**config.mk**
```make
export PLATFORM = sky130hd
export DESIGN_NAME = record_insertion_sorter
export DESIGN_NICKNAME = d
export VERILOG_FILES = /design/src/ris_pkg.sv /design/src/ris_table.sv /design/src/record_insertion_sorter.sv
export SDC_FILE = /design/constraint.sdc
export NUM_CORES = 2
export LEC_CHECK = 0
export BUFFER_PORTS_ARGS = -buffer_cell sky130_fd_sc_hd__buf_4
export CORE_MARGIN = 2
export CORE_UTILIZATION = 50
export DETAILED_ROUTE_END_ITERATION = 8
export PLACE_DENSITY = 0.72
export SYNTH_ARGS = -nofsm -noshare
export SYNTH_HDL_FRONTEND = slang
export SYNTH_SLANG_ARGS = --single-unit
```
**constraint.sdc**
```tcl
create_clock -name clock -period 12.8 [get_ports clock]
set_input_delay 3.2 -clock clock [delete_from_list [all_inputs] [get_ports clock]]
set_output_delay 3.2 -clock clock [all_outputs]
set_load 0.02 [all_outputs]
```
**src/ris_pkg.sv**
```systemverilog
// Shared types and constants for the record insertion sorter.
`default_nettype none

package ris_pkg;

   localparam int CAPACITY   = 32;
   localparam int NAME_BYTES = 8;
   localparam int ADDR_W     = (CAPACITY > 1) ? $clog2(CAPACITY) : 1;
   localparam int CNT_W      = $clog2(CAPACITY + 1);

   // keeps the top NAME_BYTES bytes of the key, the rest reads as zero
   localparam logic [63:0] KEY_MASK = ~64'h0 << ((8 - NAME_BYTES) * 8);

   typedef struct packed {
      logic [63:0] name_key;
      logic [15:0] rec_id;
      logic [7:0]  age;
      logic [9:0]  height;
      logic [9:0]  weight;
      logic        is_last;
   } req_type;

   typedef struct packed {
      logic [63:0] name_key_res;
      logic [15:0] rec_id_res;
      logic [7:0]  age_res;
      logic [9:0]  height_res;
      logic [9:0]  weight_res;
      logic        last_out;
      logic        dropped;
   } rsp_type;

   typedef struct packed {
      logic [63:0] key;
      logic [15:0] rec_id;
      logic [7:0]  age;
      logic [9:0]  height;
      logic [9:0]  weight;
   } entry_type;

   typedef struct packed {
      logic              en;
      logic [ADDR_W-1:0] addr;
      entry_type         data;
   } tbl_wr_type;

endpackage

`default_nettype wire

```
**src/ris_table.sv**
```systemverilog
// Record table: one write port, one registered read port.
`default_nettype none

module ris_table (
   input  logic                       clock,
   input  ris_pkg::tbl_wr_type        wr,
   input  logic [ris_pkg::ADDR_W-1:0] rd_addr,
   output ris_pkg::entry_type         rd_data
);
   import ris_pkg::*;

   entry_type mem [CAPACITY];
   entry_type rd_data_ff;

   always_ff @(posedge clock) begin
      if (wr.en) begin
         mem[wr.addr] <= wr.data;
      end
      rd_data_ff <= mem[rd_addr];
   end

   assign rd_data = rd_data_ff;

endmodule

`default_nettype wire

```
**src/record_insertion_sorter.sv**
```systemverilog
// Top level: stable insertion sort of records, emitted in key order on the last word.
`default_nettype none

// Records enter one per start while busy is low. Each record is placed into a
// table with one write and one registered read port by one compare-and-move
// step per cycle: busy stays high from the accept while each stored entry with
// a larger key moves up one slot and the record is written. A word marked last
// then passes through a load state that primes the table read, and the n stored
// records follow on rsp_strobe, one per cycle, the first registered out of the
// emit state that follows the load; busy falls as the last one is registered.
// A table-full record is discarded without raising busy (a last one goes
// straight to the read priming) and every result of that run carries dropped.
// The receiver cannot stall: results must be taken as shown.
module record_insertion_sorter (
   input  logic             clock,
   input  logic             reset,
   input  logic             start,
   output logic             busy,
   input  ris_pkg::req_type req_item,
   output logic             rsp_strobe,
   output ris_pkg::rsp_type rsp_item
);
   import ris_pkg::*;

   typedef enum logic [2:0] {
      ST_IDLE,
      ST_SHIFT,
      ST_PLACE,
      ST_LOAD,
      ST_EMIT
   } state_type;

   state_type         state_ff, state_in;
   logic [CNT_W-1:0]  count_ff, count_in;
   logic              overflow_ff, overflow_in;
   logic [ADDR_W-1:0] pos_ff, pos_in;
   entry_type         new_ff, new_in;
   logic              last_ff, last_in;
   logic              rsp_strobe_ff, rsp_strobe_in;
   rsp_type           rsp_item_ff, rsp_item_in;

   tbl_wr_type        wr;
   logic [ADDR_W-1:0] rd_addr;
   entry_type         rd_data;

   ris_table u_table (
      .clock   (clock),
      .wr      (wr),
      .rd_addr (rd_addr),
      .rd_data (rd_data)
   );

   always_comb begin
      state_in      = state_ff;
      count_in      = count_ff;
      overflow_in   = overflow_ff;
      pos_in        = pos_ff;
      new_in        = new_ff;
      last_in       = last_ff;
      rsp_strobe_in = 1'b0;
      rsp_item_in   = rsp_item_ff;
      wr.en         = 1'b0;
      wr.addr       = pos_ff;
      wr.data       = new_ff;
      rd_addr       = pos_ff - ADDR_W'(1);

      unique case (state_ff)
         ST_IDLE: begin
            if (start) begin
               new_in.key    = req_item.name_key & KEY_MASK;
               new_in.rec_id = req_item.rec_id;
               new_in.age    = req_item.age;
               new_in.height = req_item.height;
               new_in.weight = req_item.weight;
               last_in       = req_item.is_last;
               if (count_ff == CNT_W'(CAPACITY)) begin
                  overflow_in = 1'b1;
                  if (req_item.is_last) begin
                     state_in = ST_LOAD;
                  end
               end else if (count_ff == '0) begin
                  state_in = ST_PLACE;
               end else begin
                  pos_in   = count_ff[ADDR_W-1:0];
                  rd_addr  = count_ff[ADDR_W-1:0] - ADDR_W'(1);
                  state_in = ST_SHIFT;
               end
            end
         end
         ST_SHIFT: begin
            // rd_data holds the entry just below pos
            wr.en = 1'b1;
            if (new_ff.key < rd_data.key) begin
               wr.data = rd_data;
               pos_in  = pos_ff - ADDR_W'(1);
               rd_addr = pos_ff - ADDR_W'(2);
               if (pos_ff == ADDR_W'(1)) begin
                  state_in = ST_PLACE;
               end
            end else begin
               count_in = count_ff + CNT_W'(1);
               state_in = last_ff ? ST_LOAD : ST_IDLE;
            end
         end
         ST_PLACE: begin
            wr.en    = 1'b1;
            wr.addr  = '0;
            count_in = count_ff + CNT_W'(1);
            state_in = last_ff ? ST_LOAD : ST_IDLE;
         end
         ST_LOAD: begin
            rd_addr  = '0;
            pos_in   = '0;
            state_in = ST_EMIT;
         end
         ST_EMIT: begin
            rd_addr                  = pos_ff + ADDR_W'(1);
            pos_in                   = pos_ff + ADDR_W'(1);
            rsp_strobe_in            = 1'b1;
            rsp_item_in.name_key_res = rd_data.key;
            rsp_item_in.rec_id_res   = rd_data.rec_id;
            rsp_item_in.age_res      = rd_data.age;
            rsp_item_in.height_res   = rd_data.height;
            rsp_item_in.weight_res   = rd_data.weight;
            rsp_item_in.dropped      = overflow_ff;
            rsp_item_in.last_out     = (CNT_W'(pos_ff) + CNT_W'(1)) == count_ff;
            if (rsp_item_in.last_out) begin
               count_in    = '0;
               overflow_in = 1'b0;
               state_in    = ST_IDLE;
            end
         end
         default: begin
            state_in = ST_IDLE;
         end
      endcase
   end

   always_ff @(posedge clock) begin
      if (reset) begin
         state_ff      <= ST_IDLE;
         count_ff      <= '0;
         overflow_ff   <= 1'b0;
         rsp_strobe_ff <= 1'b0;
      end else begin
         state_ff      <= state_in;
         count_ff      <= count_in;
         overflow_ff   <= overflow_in;
         rsp_strobe_ff <= rsp_strobe_in;
      end
      pos_ff      <= pos_in;
      new_ff      <= new_in;
      last_ff     <= last_in;
      rsp_item_ff <= rsp_item_in;
   end

   assign busy       = (state_ff != ST_IDLE);
   assign rsp_strobe = rsp_strobe_ff;
   assign rsp_item   = rsp_item_ff;

   a_count_bound: assert property (@(posedge clock) disable iff (reset)
      count_ff <= CNT_W'(CAPACITY))
      else $error("entry count above capacity");

   a_shift_pos: assert property (@(posedge clock) disable iff (reset)
      state_ff == ST_SHIFT |-> pos_ff != '0)
      else $error("shift step at slot zero");

   a_run_clears: assert property (@(posedge clock) disable iff (reset)
      rsp_strobe_ff && rsp_item_ff.last_out |-> count_ff == '0 && !overflow_ff)
      else $error("table not emptied after final word");

   a_emit_nonempty: assert property (@(posedge clock) disable iff (reset)
      state_ff == ST_LOAD |-> count_ff != '0)
      else $error("output run started on empty table");

endmodule

`default_nettype wire
```
# Yosys cells after proc, flatten, opt, wreduce, memory -nomap -nowiden

Memories as Yosys holds them, arrays and structs flattened. A register that Yosys moved wholly into a read port is not among the register bits.
Index checks and enable logic that the tools add are counted.

$add $sub $neg: 6
Order comparisons: 1
Equal/unequal tests: 16
Mux-type cells: 33
Reductions and logical operators: 12

Operators with widths:

| kind                  | count |
|---|---|
| $mux W108             | 2 |
| $lt A64 B64 Y1        | 1 |
| $mux W5               | 9 |
| $pmux W5 S4           | 2 |
| $mux W3               | 6 |
| $pmux W6 S3           | 1 |
| $pmux W3 S5           | 1 |
| $ne A2 B2 Y1 const B  | 7 |
| $mux W6               | 2 |
| $sub A5 B1 Y5 const B | 2 |
| $reduce_and A4 Y1     | 2 |
| $mux W1               | 7 |
| $add A5 B1 Y6 const B | 1 |
| $add A6 B1 Y6 const B | 1 |
| $eq A3 B2 Y1 const B  | 2 |
| $eq A6 B6 Y1          | 1 |
| $eq A6 B6 Y1 const B  | 1 |
| $logic_not A6 Y1      | 1 |
| $ne A3 B3 Y1 const B  | 2 |
| $reduce_bool A3 Y1    | 2 |
| $add A5 B1 Y5 const B | 1 |
| $eq A5 B1 Y1 const B  | 1 |
| $reduce_and A5 Y1     | 1 |
| $sub A5 B2 Y5 const B | 1 |
| other kinds (10)      | 11 |

Register bits: 235
Memory bits (writable): 3456
Bits of input ports: 112
Output and inout port bits: 112
Memories: 1

Memory list:

| memory      | depth | width | rd ports | clocked after memory_dff | write ports | line            | source |
|---|---|---|---|---|---|---|---|
| u_table.mem | 32    | 108   | 1        | 1                        | 1           | ris_table.sv:12 | `entry_type mem [CAPACITY];` |

# Depth between registers and ports, before layout

Depth after elaboration: 5
Mapped depth: 19
Mapped depth without buffers: 13

# Hierarchy

Synthesis repeated with hierarchy kept, for this count alone.

Cells, all modules: 7156
Area total of the unflattened synthesis: 144273.4 um^2

By module, submodules not included:

| module                  | times used | cells each | area each (um^2) | sequential area each (um^2) |
|---|---|---|---|---|
| ris_table               | 1          | 6294       | 133274.1         | 105941.6 |
| record_insertion_sorter | 1          | 862        | 10999.3          | 6946.7 |

# Least setup slack after synthesis

No wires, ideal clock.

Path kind: reg2reg
Start point: register state_ff[0]
End point: memory u_table.mem[16][0] (netlist bit) (enable)
Setup time: 0.588 ns
Arrival: 6.055 ns
Data required time: 12.212 ns
Slack: 6.158 ns
Cell stages (with the launch flop): 7
Cells stage by stage: dfxtp_1 inv_1 nor2_1 nand2_1 clkbuf_1 nor3_1 nor2b_1

Cells in the longest elaborated chain, start to end: 5
Elaborated cells between the ends (all ways): 7

RTL lines:

| what                                                | line                           | source |
|---|---|---|
| from (decl)                                         | record_insertion_sorter.sv:33  | `state_type state_ff, state_in;` |
| from (signal assigned)                              | record_insertion_sorter.sv:146 | `state_ff <= state_in;` |
| $eq A3 B2 Y1 / $eq A3 B1 Y1 (equally long branches) | record_insertion_sorter.sv:67  | `unique case (state_ff)` |
| $reduce_or A2 Y1 (no line)                          | n/a                            |  |
| $mux W1                                             | record_insertion_sorter.sv:67  |  |
| $mux W1                                             | ris_table.sv:16                | `if (wr.en) begin` |
| $mux W1 (not written as such)                       | ris_table.sv:17                | `mem[wr.addr] <= wr.data;` |
| to (decl)                                           | ris_table.sv:12                |  |

Several ways; a longest one is shown, not always the timed one.

# Worst setup path after layout

Start point: register new_ff[107] (netlist bit)
End point: register u_table.rd_data[84] (netlist name)

Cells in the longest elaborated chain, start to end: 3

RTL lines:

| what                   | line                           | source |
|---|---|---|
| from (decl)            | record_insertion_sorter.sv:37  | `entry_type new_ff, new_in;` |
| from (signal assigned) | record_insertion_sorter.sv:152 | `new_ff <= new_in;` |
| $lt A64 B64 Y1         | record_insertion_sorter.sv:93  | `if (new_ff.key < rd_data.key) begin` |
| $mux W5                | record_insertion_sorter.sv:93  |  |
| $pmux W5 S4            | record_insertion_sorter.sv:67  |  |

No other way between the ends.
A chain may end at the register's enable or synchronous reset.

==> results.md <==
* Critical Path Source Type: flop
* Slew HR at a little under 4%
* Met1 wire length at around 160000 um
* Share of layout cells above drive strength 1 at 11.1%
* Area delta synth->final at 12.0%
* Mean Syn Cell Area at ~15 um2
* Setup Fix Bufs, Post-CTS at 0
* Status: complete, no violations
* Antenna Nets Post-Route at 0
* R2R cell count at 15
* Site Rows at just under 200
* Maximum clock path buffer count at 4
* H-tree depth at 5
* Num CTS Buffers at 373
* Highest routed layer: met5
* Total GRT Usage at 28.2%
* CP Max Fanout at 165
* Metal2 WL at between 200000 and 250000 um
* Max Clock Skew at ~0.071 ns
* Hold Path Origin: u_table.rd_data[5]$_DFF_P_
* Most common cell after layout, fill and taps aside: edfxtp_1
* Total negative slack at 0 ns
* DR vias at between 90000 and 100k
* DR pass1 iterations at 8
* Crit Reg-Reg Endpoint: u_table.rd_data[84]$_DFF_P_
* Flop2flop setup slack at 4.40 ns
* Clock sinks at ~3800
* Met3 WL at between 50000 and 60000 um
* Worst hold stages at 0
* Cell Area, Synth at between 0.1 and 0.15 mm2
* Hold endpoint: rsp_item[7]$_DFFE_PP_
* CP Capture Type: flop
* Die width at between 500 and 600 um
* GPL Wtd Cong at 0.823
* WP data arrival at around 9.1 ns
* Fraction of registers with async set/reset at 0%
* CTS tree: built
* Total Routed Length at approximately 440000 um
* Initial Util at 50.3%
* First-pass GRT wire length at 621000 um
* Ys flop type: edfxtp_1
* Unrepaired setup endpoints after global routing: no
* Crit path time final at 8.40 ns
* Post-synth net total at 10300
* FF-to-FF Start: new_ff[107]$_DFFE_PP_
* Worst hold path type: reg2reg
* Critical path class: reg2reg
* Final hold viol count at 0
* Filler instances at about 22000
* DRC at 0
* Number of synthesized flops with an enable pin at approximately 3700
* Die ar. at ~0.3 mm2
* Vias/cell at 6.56
* Initial antenna violation count at 20
* Clk_lat worst skew at between 0.9 and 1 ns
* Synthesis Warnings at 0
* Data required, critical path at approximately 13 ns
* Number of global-route vias before repair at between 90000 and 100k
* Max frequency at ~120 MHz
* Avg WL per Cell at around 30 um
* Post_cts resized at 0
* Mapped Cells at 10100
* Die height at 549 um
* Largest net degree at the start of global routing at around 190
* Clock slew at reported path FFs at 0.06 ns
* IO Port Bufs at approximately 220
* Nets at a little over 10000
* IO Count at between 200 and 250
* Worst Tran Pin Value at about 1.4 ns
* Synth unique cells at slightly below 80
* Final setup fails at 0
* Starting DRT DRC Count at between 15000 and 20000
* Fin Hold WS at 0.429 ns
* Core Region at slightly below 0.3 mm2
* Commonest cells after routing, fill and taps aside: edfxtp_1 (3680), nand2_1 (2065), a211oi_1 (640), and3_1 (546), nand3_1 (462)
* Register area share after synthesis at 76.1%
* Global route total overflow at 0
* Root Buffer Master: clkbuf_16
* # Max-Cap Violations at 0
* Yosys reg bits at between 3000 and 4000
* Number of hold buffers added after cts at 0
* Period Utilization, post-route at ~66%
* Max-slew violation count at 0
* Detailed Place HPWL at 209000 um
[synth_stat cells (74+ instances only)]
cell	count	share of area [%]
mux2i_1	211	1.4
a31oi_1	242	1.0
buf_2	203	0.69
a21oi_1	137	0.46
a211oi_1	640	3.2
dfxtp_1	119	1.6
inv_1	76	0.19
nand2_1	2069	5.2
nand3_1	465	1.6
o22ai_1	104	0.44
nor2_1	74	0.19
edfxtp_1	3680	75
a311oi_1	305	1.8
a221oi_1	101	0.60
nor4_1	190	0.80
o21ai_0	82	0.28
and3_1	547	2.3
clkbuf_1	435	1.1
[logic make-up after synthesis]
kind of cell	after synthesis	share of synthesized area, %
DFF	3799	76.1
and+or+nand+nor	3419	10.5
AOI/OAI and AO/OA	1692	8.36
buffers and inverters	824	2.45
muxes	267	1.88
adders and majority gates	71	0.599
xor gates and xnor gates	17	0.100
[flip-flops by register name, indices dropped and copies added (netlist names), 3 cells and up]
| register | count |
|---|---|
| count_ff | 6 |
| u_table.rd_data | 108 |
| new_ff | 108 |
| u_table.mem | 3456 |
| state_ff | 3 |
| rsp_item | 110 |
| pos_ff | 5 |
[metrics by stage]
step	setup slack [ns]	utilization (%)	instances	cell area, um2
after floorplan	6.16	-	10100	148000
after global placement	3.87	52.3	13700	154000
after detailed placement	4.42	52.3	13700	154000
after CTS	4.36	56.4	14400	166000
after global routing	4.26	56.4	14400	166000
final	4.40	56.4	14400	166000
[metal layers]
layer | vias up | global-route usage (%)
li1 | 39200 | -
met1 | 47200 | 37.6
met2 | 6752 | 44.9
met3 | 1178 | 5.00
met4 | 18 | 13.9
met5 | - | 0
[critical path, stage by stage (launching register included)]
cell      delay [ns]
edfxtp_1        0.39
ha_1            0.32
a21oi_1         0.50
a21boi_0        0.74
a31o_1          0.36
o2111a_1        1.13
mux2i_4         0.36
buf_4           0.23
buf_12          0.67
buf_4           0.91
buf_4           0.72
and3_1          0.25
a211oi_1        0.05
a311oi_1        0.36
nor4_1          0.15
nor4_2          0.84
[layout make-up]
cell class / instances / area, um2 / area share [%]
timing repair buffer: 442 / 3630 / 2.18
antenna: 4 / 10.0 / 0.00603
clock inverter: 206 / 2040 / 1.23
tap: 3919 / 4900 / 2.95
inverter: 77 / 294 / 0.177
multi-input combinational: 5466 / 32300 / 19.4
clock buffer: 476 / 10100 / 6.06
sequential: 3799 / 113000 / 68.0
[worst max path at each step]
stage	start	end	slack, ns	depth (start not counted)
after floorplan	state_ff[0]$_SDFFE_PP0P_	u_table.mem[16][0]$_DFFE_PP_	6.16	6
after global placement	u_table.rd_data[59]$_DFF_P_	u_table.rd_data[86]$_DFF_P_	3.87	17
after detailed placement	new_ff[107]$_DFFE_PP_	u_table.rd_data[84]$_DFF_P_	4.42	15
after CTS	new_ff[107]$_DFFE_PP_	u_table.rd_data[84]$_DFF_P_	4.36	15
after global routing	new_ff[107]$_DFFE_PP_	u_table.rd_data[24]$_DFF_P_	4.26	15
final	new_ff[107]$_DFFE_PP_	u_table.rd_data[84]$_DFF_P_	4.40	15
Power is left out: the tool's default activity adds up to more than one toggle a clock period on the data nets, which glitch-free logic cannot reach.
